===== config.mk =====
export PLATFORM = sky130hd
export DESIGN_NAME = sha1_message_digest_core
export DESIGN_NICKNAME = d
export VERILOG_FILES = /design/src/rtl/core/sha1md_pkg.sv /design/src/rtl/core/sha1md_front.sv /design/src/rtl/core/sha1md_queue.sv /design/src/rtl/core/sha1md_back.sv /design/src/rtl/core/sha1_message_digest_core.sv
export SDC_FILE = /design/constraint.sdc
export NUM_CORES = 2
export LEC_CHECK = 0
export BUFFER_PORTS_ARGS = -buffer_cell sky130_fd_sc_hd__buf_2
export CAP_MARGIN = 30
export CORE_UTILIZATION = 30
export DETAILED_ROUTE_END_ITERATION = 16
export GPL_ROUTABILITY_DRIVEN = 0
export SYNTH_ARGS = -nofsm -noshare
export SYNTH_HDL_FRONTEND = slang
export SYNTH_SLANG_ARGS = --single-unit
export TNS_END_PERCENT = 20

===== constraint.sdc =====
create_clock -name clk -period 10.2 [get_ports clk]
set_clock_uncertainty 0.2 [all_clocks]
set_input_delay 2.04 -clock clk [delete_from_list [all_inputs] [get_ports clk]]
set_output_delay 2.04 -clock clk [all_outputs]
set_load 0.02 [all_outputs]

===== src/rtl/core/sha1md_pkg.sv =====
package sha1md_pkg;

  localparam int QueueDepth = 4;

  localparam logic [31:0] K_ROUND_0 = 32'h5A827999;
  localparam logic [31:0] K_ROUND_1 = 32'h6ED9EBA1;
  localparam logic [31:0] K_ROUND_2 = 32'h8F1BBCDC;
  localparam logic [31:0] K_ROUND_3 = 32'hCA62C1D6;

  localparam logic [31:0] H_INIT [5] = '{
    32'h67452301, 32'hEFCDAB89, 32'h98BADCFE, 32'h10325476, 32'hC3D2E1F0
  };

  localparam logic [7:0] PAD_MARK_BYTE  = 8'h80;
  localparam logic [7:0] PAD_ZERO_BYTE  = 8'h00;
  localparam logic [5:0] LEN_START_FILL = 6'd56;
  localparam logic [5:0] LAST_FILL      = 6'd63;
  localparam logic [6:0] LAST_ROUND     = 7'd79;
  localparam logic [2:0] LAST_WORD      = 3'd4;
  localparam logic [2:0] LAST_LEN_BYTE  = 3'd7;

  typedef struct packed {
    logic [7:0] data;
    logic       has;
    logic       last;
  } cmd_t;

  typedef enum logic [2:0] {
    ST_IDLE,
    ST_PAD,
    ST_ROUND,
    ST_UPDATE,
    ST_EMIT
  } back_state_t;

  typedef enum logic [1:0] {
    PH_MARK,
    PH_ZERO,
    PH_LEN,
    PH_DONE
  } pad_phase_t;

endpackage


===== src/rtl/core/sha1md_front.sv =====
module sha1md_front
  import sha1md_pkg::*;
(
  input  logic       clk,
  input  logic       rst,
  input  logic [7:0] data_byte,
  input  logic       has_byte,
  input  logic       end_of_message,
  input  logic       data_valid,
  output logic       data_ready,
  output cmd_t       cmd,
  output logic       cmd_valid,
  input  logic       cmd_ready
);

  cmd_t hold;
  logic hold_valid;

  // A beat that carries neither a byte nor the end mark changes nothing and is dropped here.
  assign data_ready = !hold_valid || cmd_ready;
  assign cmd        = hold;
  assign cmd_valid  = hold_valid;

  always_ff @(posedge clk) begin
    if (rst) begin
      hold_valid <= 1'b0;
    end else if (data_valid && data_ready) begin
      hold_valid <= has_byte || end_of_message;
    end else if (cmd_ready) begin
      hold_valid <= 1'b0;
    end
  end

  always_ff @(posedge clk) begin
    if (data_valid && data_ready) begin
      hold.data <= data_byte;
      hold.has  <= has_byte;
      hold.last <= end_of_message;
    end
  end

endmodule


===== src/rtl/core/sha1md_queue.sv =====
module sha1md_queue
  import sha1md_pkg::*;
#(
  parameter int DEPTH = QueueDepth
)
(
  input  logic clk,
  input  logic rst,
  input  cmd_t push_cmd,
  input  logic push_valid,
  output logic push_ready,
  output cmd_t pop_cmd,
  output logic pop_valid,
  input  logic pop_ready
);

  localparam int AW = (DEPTH > 1) ? $clog2(DEPTH) : 1;
  localparam int CW = $clog2(DEPTH + 1);

  cmd_t          slots [DEPTH];
  logic [AW-1:0] wr_ptr;
  logic [AW-1:0] rd_ptr;
  logic [CW-1:0] count;
  logic          do_push;
  logic          do_pop;

  assign push_ready = count != CW'(DEPTH);
  assign pop_valid  = count != '0;
  assign pop_cmd    = slots[rd_ptr];
  assign do_push    = push_valid && push_ready;
  assign do_pop     = pop_valid && pop_ready;

  always_ff @(posedge clk) begin
    if (do_push) begin
      slots[wr_ptr] <= push_cmd;
    end
  end

  always_ff @(posedge clk) begin
    if (rst) begin
      wr_ptr <= '0;
      rd_ptr <= '0;
      count  <= '0;
    end else begin
      if (do_push) begin
        wr_ptr <= (wr_ptr == AW'(DEPTH - 1)) ? '0 : wr_ptr + 1'b1;
      end
      if (do_pop) begin
        rd_ptr <= (rd_ptr == AW'(DEPTH - 1)) ? '0 : rd_ptr + 1'b1;
      end
      if (do_push && !do_pop) begin
        count <= count + 1'b1;
      end else if (do_pop && !do_push) begin
        count <= count - 1'b1;
      end
    end
  end

endmodule


===== src/rtl/core/sha1md_back.sv =====
module sha1md_back
  import sha1md_pkg::*;
(
  input  logic        clk,
  input  logic        rst,
  input  cmd_t        cmd,
  input  logic        cmd_valid,
  output logic        cmd_ready,
  output logic [31:0] digest_word,
  output logic [2:0]  word_index,
  output logic        final_word,
  output logic        digest_valid,
  input  logic        digest_ready
);

  back_state_t state;
  back_state_t state_next;
  pad_phase_t  phase;
  logic        padding;
  logic        end_pend;
  logic [5:0]  fill;
  logic [63:0] message_bits;
  logic [2:0]  len_idx;
  logic [6:0]  round;
  logic [2:0]  emit_idx;
  logic [31:0] a, b, c, d, e;
  logic [31:0] hash_words [5];
  logic [31:0] block_words [16];

  logic        push_en;
  logic [7:0]  push_byte;
  logic        block_full;
  logic        pad_start;
  logic        emit_done;
  logic [31:0] f_val;
  logic [31:0] k_val;
  logic [31:0] tmp;
  logic [31:0] sched_mix;

  always_comb begin
    state_next = state;
    unique case (state)
      ST_IDLE: begin
        if (cmd_valid) begin
          if (cmd.has && fill == LAST_FILL) begin
            state_next = ST_ROUND;
          end else if (cmd.last) begin
            state_next = ST_PAD;
          end
        end
      end
      ST_PAD: begin
        if (fill == LAST_FILL) begin
          state_next = ST_ROUND;
        end
      end
      ST_ROUND: begin
        if (round == LAST_ROUND) begin
          state_next = ST_UPDATE;
        end
      end
      ST_UPDATE: begin
        if (padding && phase == PH_DONE) begin
          state_next = ST_EMIT;
        end else if (padding || end_pend) begin
          state_next = ST_PAD;
        end else begin
          state_next = ST_IDLE;
        end
      end
      ST_EMIT: begin
        if (digest_ready && emit_idx == LAST_WORD) begin
          state_next = ST_IDLE;
        end
      end
      default: state_next = ST_IDLE;
    endcase
  end

  always_comb begin
    cmd_ready    = 1'b0;
    push_en      = 1'b0;
    push_byte    = cmd.data;
    digest_valid = 1'b0;
    unique case (state)
      ST_IDLE: begin
        cmd_ready = 1'b1;
        push_en   = cmd_valid && cmd.has;
      end
      ST_PAD: begin
        push_en = 1'b1;
        case (phase)
          PH_MARK: push_byte = PAD_MARK_BYTE;
          PH_LEN:  push_byte = message_bits[(LAST_LEN_BYTE - len_idx) * 8 +: 8];
          default: push_byte = PAD_ZERO_BYTE;
        endcase
      end
      ST_EMIT: begin
        digest_valid = 1'b1;
      end
      default: begin
        cmd_ready = 1'b0;
      end
    endcase
  end

  assign block_full = push_en && fill == LAST_FILL;
  assign pad_start  = (state == ST_IDLE && state_next == ST_PAD) ||
                      (state == ST_UPDATE && !padding && end_pend);
  assign emit_done  = digest_valid && digest_ready && emit_idx == LAST_WORD;

  assign digest_word = hash_words[emit_idx];
  assign word_index  = emit_idx;
  assign final_word  = emit_idx == LAST_WORD;

  always_comb begin
    if (round < 7'd20) begin
      f_val = (b & c) | (~b & d);
      k_val = K_ROUND_0;
    end else if (round < 7'd40) begin
      f_val = b ^ c ^ d;
      k_val = K_ROUND_1;
    end else if (round < 7'd60) begin
      f_val = (b & c) | (b & d) | (c & d);
      k_val = K_ROUND_2;
    end else begin
      f_val = b ^ c ^ d;
      k_val = K_ROUND_3;
    end
  end

  assign tmp       = {a[26:0], a[31:27]} + f_val + e + k_val + block_words[0];
  assign sched_mix = block_words[13] ^ block_words[8] ^ block_words[2] ^ block_words[0];

  // During the rounds the block buffer doubles as the sliding message schedule.
  always_ff @(posedge clk) begin
    if (state == ST_ROUND) begin
      for (int i = 0; i < 15; i++) begin
        block_words[i] <= block_words[i + 1];
      end
      block_words[15] <= {sched_mix[30:0], sched_mix[31]};
    end else if (push_en) begin
      if (fill[1:0] == 2'd0) begin
        block_words[fill[5:2]] <= {push_byte, 24'd0};
      end else begin
        block_words[fill[5:2]][(2'd3 - fill[1:0]) * 8 +: 8] <= push_byte;
      end
    end
  end

  always_ff @(posedge clk) begin
    if (state_next == ST_ROUND && state != ST_ROUND) begin
      a <= hash_words[0];
      b <= hash_words[1];
      c <= hash_words[2];
      d <= hash_words[3];
      e <= hash_words[4];
    end else if (state == ST_ROUND) begin
      a <= tmp;
      b <= a;
      c <= {b[1:0], b[31:2]};
      d <= c;
      e <= d;
    end
  end

  always_ff @(posedge clk) begin
    if (rst) begin
      state        <= ST_IDLE;
      phase        <= PH_MARK;
      padding      <= 1'b0;
      end_pend     <= 1'b0;
      fill         <= '0;
      message_bits <= '0;
      len_idx      <= '0;
      round        <= '0;
      emit_idx     <= '0;
      for (int i = 0; i < 5; i++) begin
        hash_words[i] <= H_INIT[i];
      end
    end else begin
      state <= state_next;
      if (push_en) begin
        fill <= fill + 1'b1;
      end
      if (state == ST_IDLE && push_en) begin
        message_bits <= message_bits + 64'd8;
      end
      if (state == ST_IDLE && block_full) begin
        end_pend <= cmd.last;
      end
      if (pad_start) begin
        padding  <= 1'b1;
        end_pend <= 1'b0;
        phase    <= PH_MARK;
        len_idx  <= '0;
      end else if (state == ST_PAD) begin
        case (phase)
          PH_MARK, PH_ZERO: begin
            phase <= (fill + 1'b1 == LEN_START_FILL) ? PH_LEN : PH_ZERO;
          end
          PH_LEN: begin
            len_idx <= len_idx + 1'b1;
            if (len_idx == LAST_LEN_BYTE) begin
              phase <= PH_DONE;
            end
          end
          default: phase <= PH_DONE;
        endcase
      end
      if (state_next == ST_ROUND && state != ST_ROUND) begin
        round <= '0;
      end else if (state == ST_ROUND) begin
        round <= round + 1'b1;
      end
      if (state == ST_UPDATE) begin
        hash_words[0] <= hash_words[0] + a;
        hash_words[1] <= hash_words[1] + b;
        hash_words[2] <= hash_words[2] + c;
        hash_words[3] <= hash_words[3] + d;
        hash_words[4] <= hash_words[4] + e;
      end
      if (emit_done) begin
        emit_idx <= '0;
      end else if (digest_valid && digest_ready) begin
        emit_idx <= emit_idx + 1'b1;
      end
      if (emit_done) begin
        padding      <= 1'b0;
        fill         <= '0;
        message_bits <= '0;
        for (int i = 0; i < 5; i++) begin
          hash_words[i] <= H_INIT[i];
        end
      end
    end
  end

endmodule


===== src/rtl/core/sha1_message_digest_core.sv =====
// Path: an accepted end beat passes through the front hold register and the queue to the
// engine; padding then fills the block buffer, and one or two final compressions run before
// the digest beats are offered, one per cycle while digest_ready is high.
// Throughput: one byte beat per cycle into the engine while idle, none while it runs the
// rounds and chaining update of each 64-byte block.
// Synchronous reset loads the initial hash values and clears counts and the queue.
module sha1_message_digest_core
  import sha1md_pkg::*;
#(
  parameter int QUEUE_DEPTH = QueueDepth
)
(
  input  logic        clk,
  input  logic        rst,
  input  logic [7:0]  data_byte,
  input  logic        has_byte,
  input  logic        end_of_message,
  input  logic        data_valid,
  output logic        data_ready,
  output logic [31:0] digest_word,
  output logic [2:0]  word_index,
  output logic        final_word,
  output logic        digest_valid,
  input  logic        digest_ready
);

  cmd_t front_cmd;
  logic front_valid;
  logic front_ready;
  cmd_t back_cmd;
  logic back_valid;
  logic back_ready;

  sha1md_front u_front (
    .clk            (clk),
    .rst            (rst),
    .data_byte      (data_byte),
    .has_byte       (has_byte),
    .end_of_message (end_of_message),
    .data_valid     (data_valid),
    .data_ready     (data_ready),
    .cmd            (front_cmd),
    .cmd_valid      (front_valid),
    .cmd_ready      (front_ready)
  );

  sha1md_queue #(
    .DEPTH (QUEUE_DEPTH)
  ) u_queue (
    .clk        (clk),
    .rst        (rst),
    .push_cmd   (front_cmd),
    .push_valid (front_valid),
    .push_ready (front_ready),
    .pop_cmd    (back_cmd),
    .pop_valid  (back_valid),
    .pop_ready  (back_ready)
  );

  sha1md_back u_back (
    .clk          (clk),
    .rst          (rst),
    .cmd          (back_cmd),
    .cmd_valid    (back_valid),
    .cmd_ready    (back_ready),
    .digest_word  (digest_word),
    .word_index   (word_index),
    .final_word   (final_word),
    .digest_valid (digest_valid),
    .digest_ready (digest_ready)
  );

endmodule

; ---- Word level (Yosys, flattened, before mapping)
; Memory sizes are Yosys's and may differ from the RTL's. A register that Yosys moved wholly into a read port is not among the register bits.
; Cells that the tools add are included.
; Widths: inputs -> output; s select.
[totals]
mem_count = 3
reg_bits = 268
mem_bits_rw = 712
input_bits = 14
word_cells = 273
[classes]
eq_ne = 19
bitwise_logic = 55
n_addsub = 21
magnitude_cmp = 3
n_shift = 3
n_reduce_logical = 40
n_mux = 108
[memory_table]
columns = name, depth, width, rd, rd_ports_with_merged_regs, write_ports, line_no
row1 = u_back.block_words, 16, 32, 16, 0, 16, sha1md_back.sv:28  ; logic [31:0] block_words [16];
row2 = u_back.hash_words, 5, 32, 6, 1, 5, sha1md_back.sv:27  ; logic [31:0] hash_words [5];
row3 = u_queue.slots, 4, 10, 1, 1, 1, sha1md_queue.sv:20  ; cmd_t slots [DEPTH];
[ops]
columns = op, count
row1 = $mux 32, 28
row2 = $add 32x32->32, 9
row3 = $xor 32x32->32, 5
row4 = $and 32x32->32, 4
row5 = $or 32x32->32, 3
row6 = $add 64x4->64 const B, 1
row7 = $shiftx 64x33->8, 1
row8 = $mux 1, 56
row9 = $or 1x1->1, 42
row10 = $neg 32->34, 1
row11 = $shift 8x34->32 const A, 1
row12 = $shiftx 8x34->32, 1
row13 = $mux 3, 11
row14 = $not 32->32, 1
row15 = $reduce_or 32->1, 1
row16 = $mux 31, 1
row17 = $logic_and 1x1->1, 18
row18 = $pmux 8 s2, 1
row19 = $pmux 3 s5, 1
row20 = $lt 7x6->1 const B, 2
row21 = $eq 6x6->1 const B, 2
row22 = $mux 2, 6
row23 = $add 3x1->3 const B, 3
row24 = $eq 3x2->1 const B, 3
row25 = other kinds (27), 47

; ---- Longest topological paths before layout
[logic_depth]
ltp_word = 12
depth_mapped = 27

; ---- Hierarchy
; A second synthesis with hierarchy kept.
[unflattened]
hier_cells = 5309
area_unflattened_um2 = 55255.5
[by_module_without_submodules]
columns = mod, cells_per_inst, area_per_inst_um2, instances
row1 = sha1md_back, 5194, 52983.3, 1
row2 = sha1md_queue, 100, 1919.3, 1
row3 = sha1md_front, 15, 352.8, 1

; ---- Least setup slack after synthesis
; No wires, ideal clock.
[synth_path]
path_kind = input -> register
startpoint = input digest_ready
endpoint = memory u_back.hash_words[0][0] (enable)
arrival_time_ns = 6.667
path_buffers = 2
slack_ns = 2.785
required_time_ns = 9.452
stages = 5
setup_ns = 0.548
path_cell_list = and3_1 clkbuf_1 a21o_1 clkbuf_1 nand2b_1
[synth_rtl]
columns = item, line_no
row1 = from (decl), sha1_message_digest_core.sv:24  ; input logic digest_ready
row2 = to (decl), sha1md_back.sv:27

; ---- Worst setup path in the final report
[layout_path]
startpoint = register u_back.round[4]
endpoint = register u_back.a[31], data pin
[layout_via]
elab_chain_cells = 10
word_cells_on_any_way = 20
cone_classes = add/sub: 4 / order compare: 3 / eq/ne: 2 / mux: 10 / reduce/logical: 1
[layout_lines]
columns = item, line_no
row1 = from (decl), sha1md_back.sv:24  ; logic [6:0] round;
row2 = from (signal assigned), sha1md_back.sv:214  ; round <= round + 1'b1;
row3 = $lt 7x6->1, sha1md_back.sv:123  ; end else if (round < 7'd60) begin
row4 = $mux 32, sha1md_back.sv:123
row5 = $mux 32, sha1md_back.sv:120  ; end else if (round < 7'd40) begin
row6 = $mux 32, sha1md_back.sv:117  ; if (round < 7'd20) begin
row7 = $add 32x32->32 (4 in series), sha1md_back.sv:132  ; assign tmp = {a[26:0], a[31:27]} + f_val + e + k_val + block_words[0];
row8 = $mux 32, sha1md_back.sv:158  ; end else if (state == ST_ROUND) begin
row9 = $mux 32 *, sha1md_back.sv:152  ; if (state_next == ST_ROUND && state != ST_ROUND) begin
row10 = to (signal assigned), sha1md_back.sv:153  ; a <= hash_words[0];
row11 = to (signal assigned), sha1md_back.sv:159  ; a <= tmp;
row12 = to (decl), sha1md_back.sv:26  ; logic [31:0] a, b, c, d, e;
; Every way passes the cells marked *; elsewhere a longest branch is shown, timed or not. The select of a mux whose other input is x is not followed.
; A chain may end at the register's enable or synchronous reset.

==> metrics.md <==
| Metric | Value |
|---|---|
| Status | `finished, final reports clean` |
| Fmax | `0.1258 GHz` |
| Layout cells sized above 1 | `~17%` |
| Grt met1 use | `a little over a fifth` |
| Ys Warns | `0` |
| Final Max Slew Viols | `0` |
| Maximum VDD drop | `roughly 0.15 mV` |
| Register bit total from synthesis | `just under 1000` |
| GR peak layer | `met2` |
| CTS tree | `done` |
| Register area | `about 28000 um^2` |
| Tcrit/Tclk final | `between 70% and 80%` |
| Mapped Cells | `4700` |
| Antenna violations before repair | `4` |
| Critical path's largest stage delay | `approximately 0.72 ns` |
| Crit-path slowest cell | `nand2_2` |
| Top cell type's share of synthesized area | `a little under half` |
| Multi-input gate area | `between 20000 and 30000 um^2` |
| Post CTS Setup Buffer Count | `0` |
| First-pass GRT wire length | `approximately 230 mm` |
| Yosys top cell by area | `edfxtp_1` |
| Fillers | `about 18000` |
| Dpl hpwl | `108.4 mm` |
| Largest net degree at the start of global routing | `approximately 170` |
| Buf/Inv on CP | `5` |
| Clk root buf | `clkbuf_16` |
| Core Region | `around 180000 um^2` |
| Clk sinks | `between 900 and 1000` |
| Startpoint types | `register` |
| Final WS setup | `around 2.3 ns` |
| Row cnt | `157` |
| Detailed Route WL | `between 100 and 150 mm` |
| Residual DRC | `0` |
| Post-placement setup slack | `about 2.3 ns` |
| Number of synthesized flops with an enable pin | `882` |
| TritonCTS Buffers | `about 110` |
| Initial core utilization | `between 30% and 40%` |
| Worst endpoint required time | `10.56 ns` |
| Crit Path Max Fanout | `35` |
| Die H | `between 400 and 500 um` |
| CTS Buffer Depth | `3` |
| Most common cell after layout, fill and taps aside | `edfxtp_1` |
| Worst skew pair latency | `between 0.7 and 0.8 ns` |
| Wire per inst | `between 20 and 25 um` |
| Commonest non-fill, non-tap cells in the layout | `edfxtp_1 (882), nand2_1 (514), mux2_2 (450)` |
| Worst slew margin | `a little under a third` |
| Max-Cap Viols | `0` |
| Area contributors post-synth | `edfxtp_1 (48%), mux2_2 (9.1%), ha_1 (5.3%)` |
| Met3 Resource Use GR | `2.320%` |
| DIE AREA | `187400 um^2` |
| Drt first pass iters | `6` |
| Syn-to-layout area delta | `12.21%` |
| Share of synthesized registers carrying an async set or reset | `0%` |
| Tightest Hold Check Type | `reg2reg` |
| Vias | `37050` |
| Worst-path clk slew | `roughly 0.06 ns` |
| CP Class | `reg2reg` |
| Post-layout minimum cycle time | `around 7.9 ns` |
| Setup TNS | `0 ns` |
| Yosys cell types | `between 80 and 90` |
| # resized after CTS | `0` |
| Vias in the first global route | `36390` |
| Antenna cell count | `0` |
| Cell Area, Synth | `between 50000 and 60000 um^2` |
| Io pins | `52` |
| Overall Global Routing Usage | `between 10% and 20%` |
| Nature of the critical path endpoint | `register` |
| Final Hold Viols | `0` |
| Register area share after synthesis | `51.13%` |
| Synth Net Count | `a little over 5000` |
| Hold Buf Count CTS | `0` |
| Crit path arrival time | `8.31 ns` |
| ANT nets after route | `0` |
| # port buffers | `slightly above 50` |
| Pleak | `0.02228 uW` |
| Total grt overflow | `0` |
| Worst slew pin tran | `just over 1 ns` |
| H-Tree Depth | `3` |
| Power Dens Cells | `between 150 and 200 nW/um^2` |
| Die Wd | `432.9 um` |
| Final net count | `~5100` |
| Drt via density | `around 5` |
| Met2 Use GR | `between 20% and 30%` |
| # setup viols final | `0` |
| Delay-heaviest family, CP | `compound AO/OA/AOI/OAI gates` |
| Syn Area/Cell | `11.85 um^2` |
| Top_reg_cell synth | `edfxtp_1` |
| DRT iter0 DRCs | `between 2000 and 3000` |
| RSZ-0062 raised after global routing | `no` |
[path summary, 6_finish.rpt]
path                           from      endpoint  depth (start not counted)  slack, ns
setup / recovery    u_back.round[4]  u_back.a[31]                         25       2.25
hold / removal    u_queue.rd_ptr[1]      register                          2       0.29
setup reg to reg    u_back.round[4]  u_back.a[31]                         25       2.25
hold reg to reg   u_queue.rd_ptr[1]      register                          2       0.29
[worst min-delay path, cell delays in order (launching register included)]
cell and delay (ns):
dfxtp_1 0.31, nand2_1 0.06, a21oi_1 0.07
[cell usage after synthesis (32+ instances only)]
master      n
nor3_1     34
nand2_1   515
nor2_1    344
edfxtp_1  882
ha_1      238
fa_1      125
nand3_1    55
o21a_1     35
nand2b_1   45
a21oi_1   193
a21o_1     83
nor2b_1    70
o21ai_0   387
and3_1     32
xnor2_1   173
mux4_2     49
xor2_1    143
inv_1     217
mux2_2    450
clkbuf_1  143
dfxtp_1   100
[cell type report]
class	instances	area share (%)
clock buffers	126	4.445
clock inverters	68	1.239
inverters	218	1.317
multi-input cells	3322	41.17
flip-flops and latches	982	45.58
well taps	2464	4.932
repair buffers	126	1.323
[cells by family (layout without fill, tap and decap cells)]
logic type / Yosys count / count (layout) / synth area share (%)
compound gates: 892 / 892 / 9.707
xor+xnor: 316 / 316 / 4.968
flops: 982 / 982 / 51.13
mux: 528 / 528 / 11.77
simple gates: 1223 / 1223 / 9.844
buf+inv: 396 / 538 / 2.738
fa+ha+maj: 363 / 363 / 9.837
[flip-flops by register name, summed over array words and instances, names as in the netlist, 2 cells and up, named ones only]
signal and count:
u_back.block_words 512, u_back.state 3, u_queue.count 3, u_back.len_idx 3, u_queue.wr_ptr 2, u_back.c 32, u_front.cmd 10, u_back.b 32
u_queue.rd_ptr 2, u_back.fill 6, u_queue.slots 40, u_back.d 32, u_back.word_index 3, u_back.hash_words 160, u_back.e 32, u_back.round 7
u_back.message_bits 61, u_back.phase 2, u_back.a 32
[through the flow]
step	hold WS, ns	util (%)	power [uW]	instance area [um^2]	std cells
global placement	0.2655	31.98	6841	58730	7081
detailed placement	0.2754	32.08	6883	58920	7108
CTS	0.2882	34.02	10880	62480	7302
finish	0.2895	34.04	10800	62510	7306
floorplan	0.2541	-	6212	55710	4700
global route	0.3214	34.04	11240	62510	7306
[per-layer routing]
metal	vias up	wire length, um
li1	17200	-
met1	18650	68100
met2	998	69700
met3	205	8053
met4	0	4061
met5	-	0
[power by group]
group | internal [uW] | switching (uW)
clock network | 2280 | 1720
registers | 4580 | 176
logic | 749 | 1300
Power figures use the tool's default switching activity.
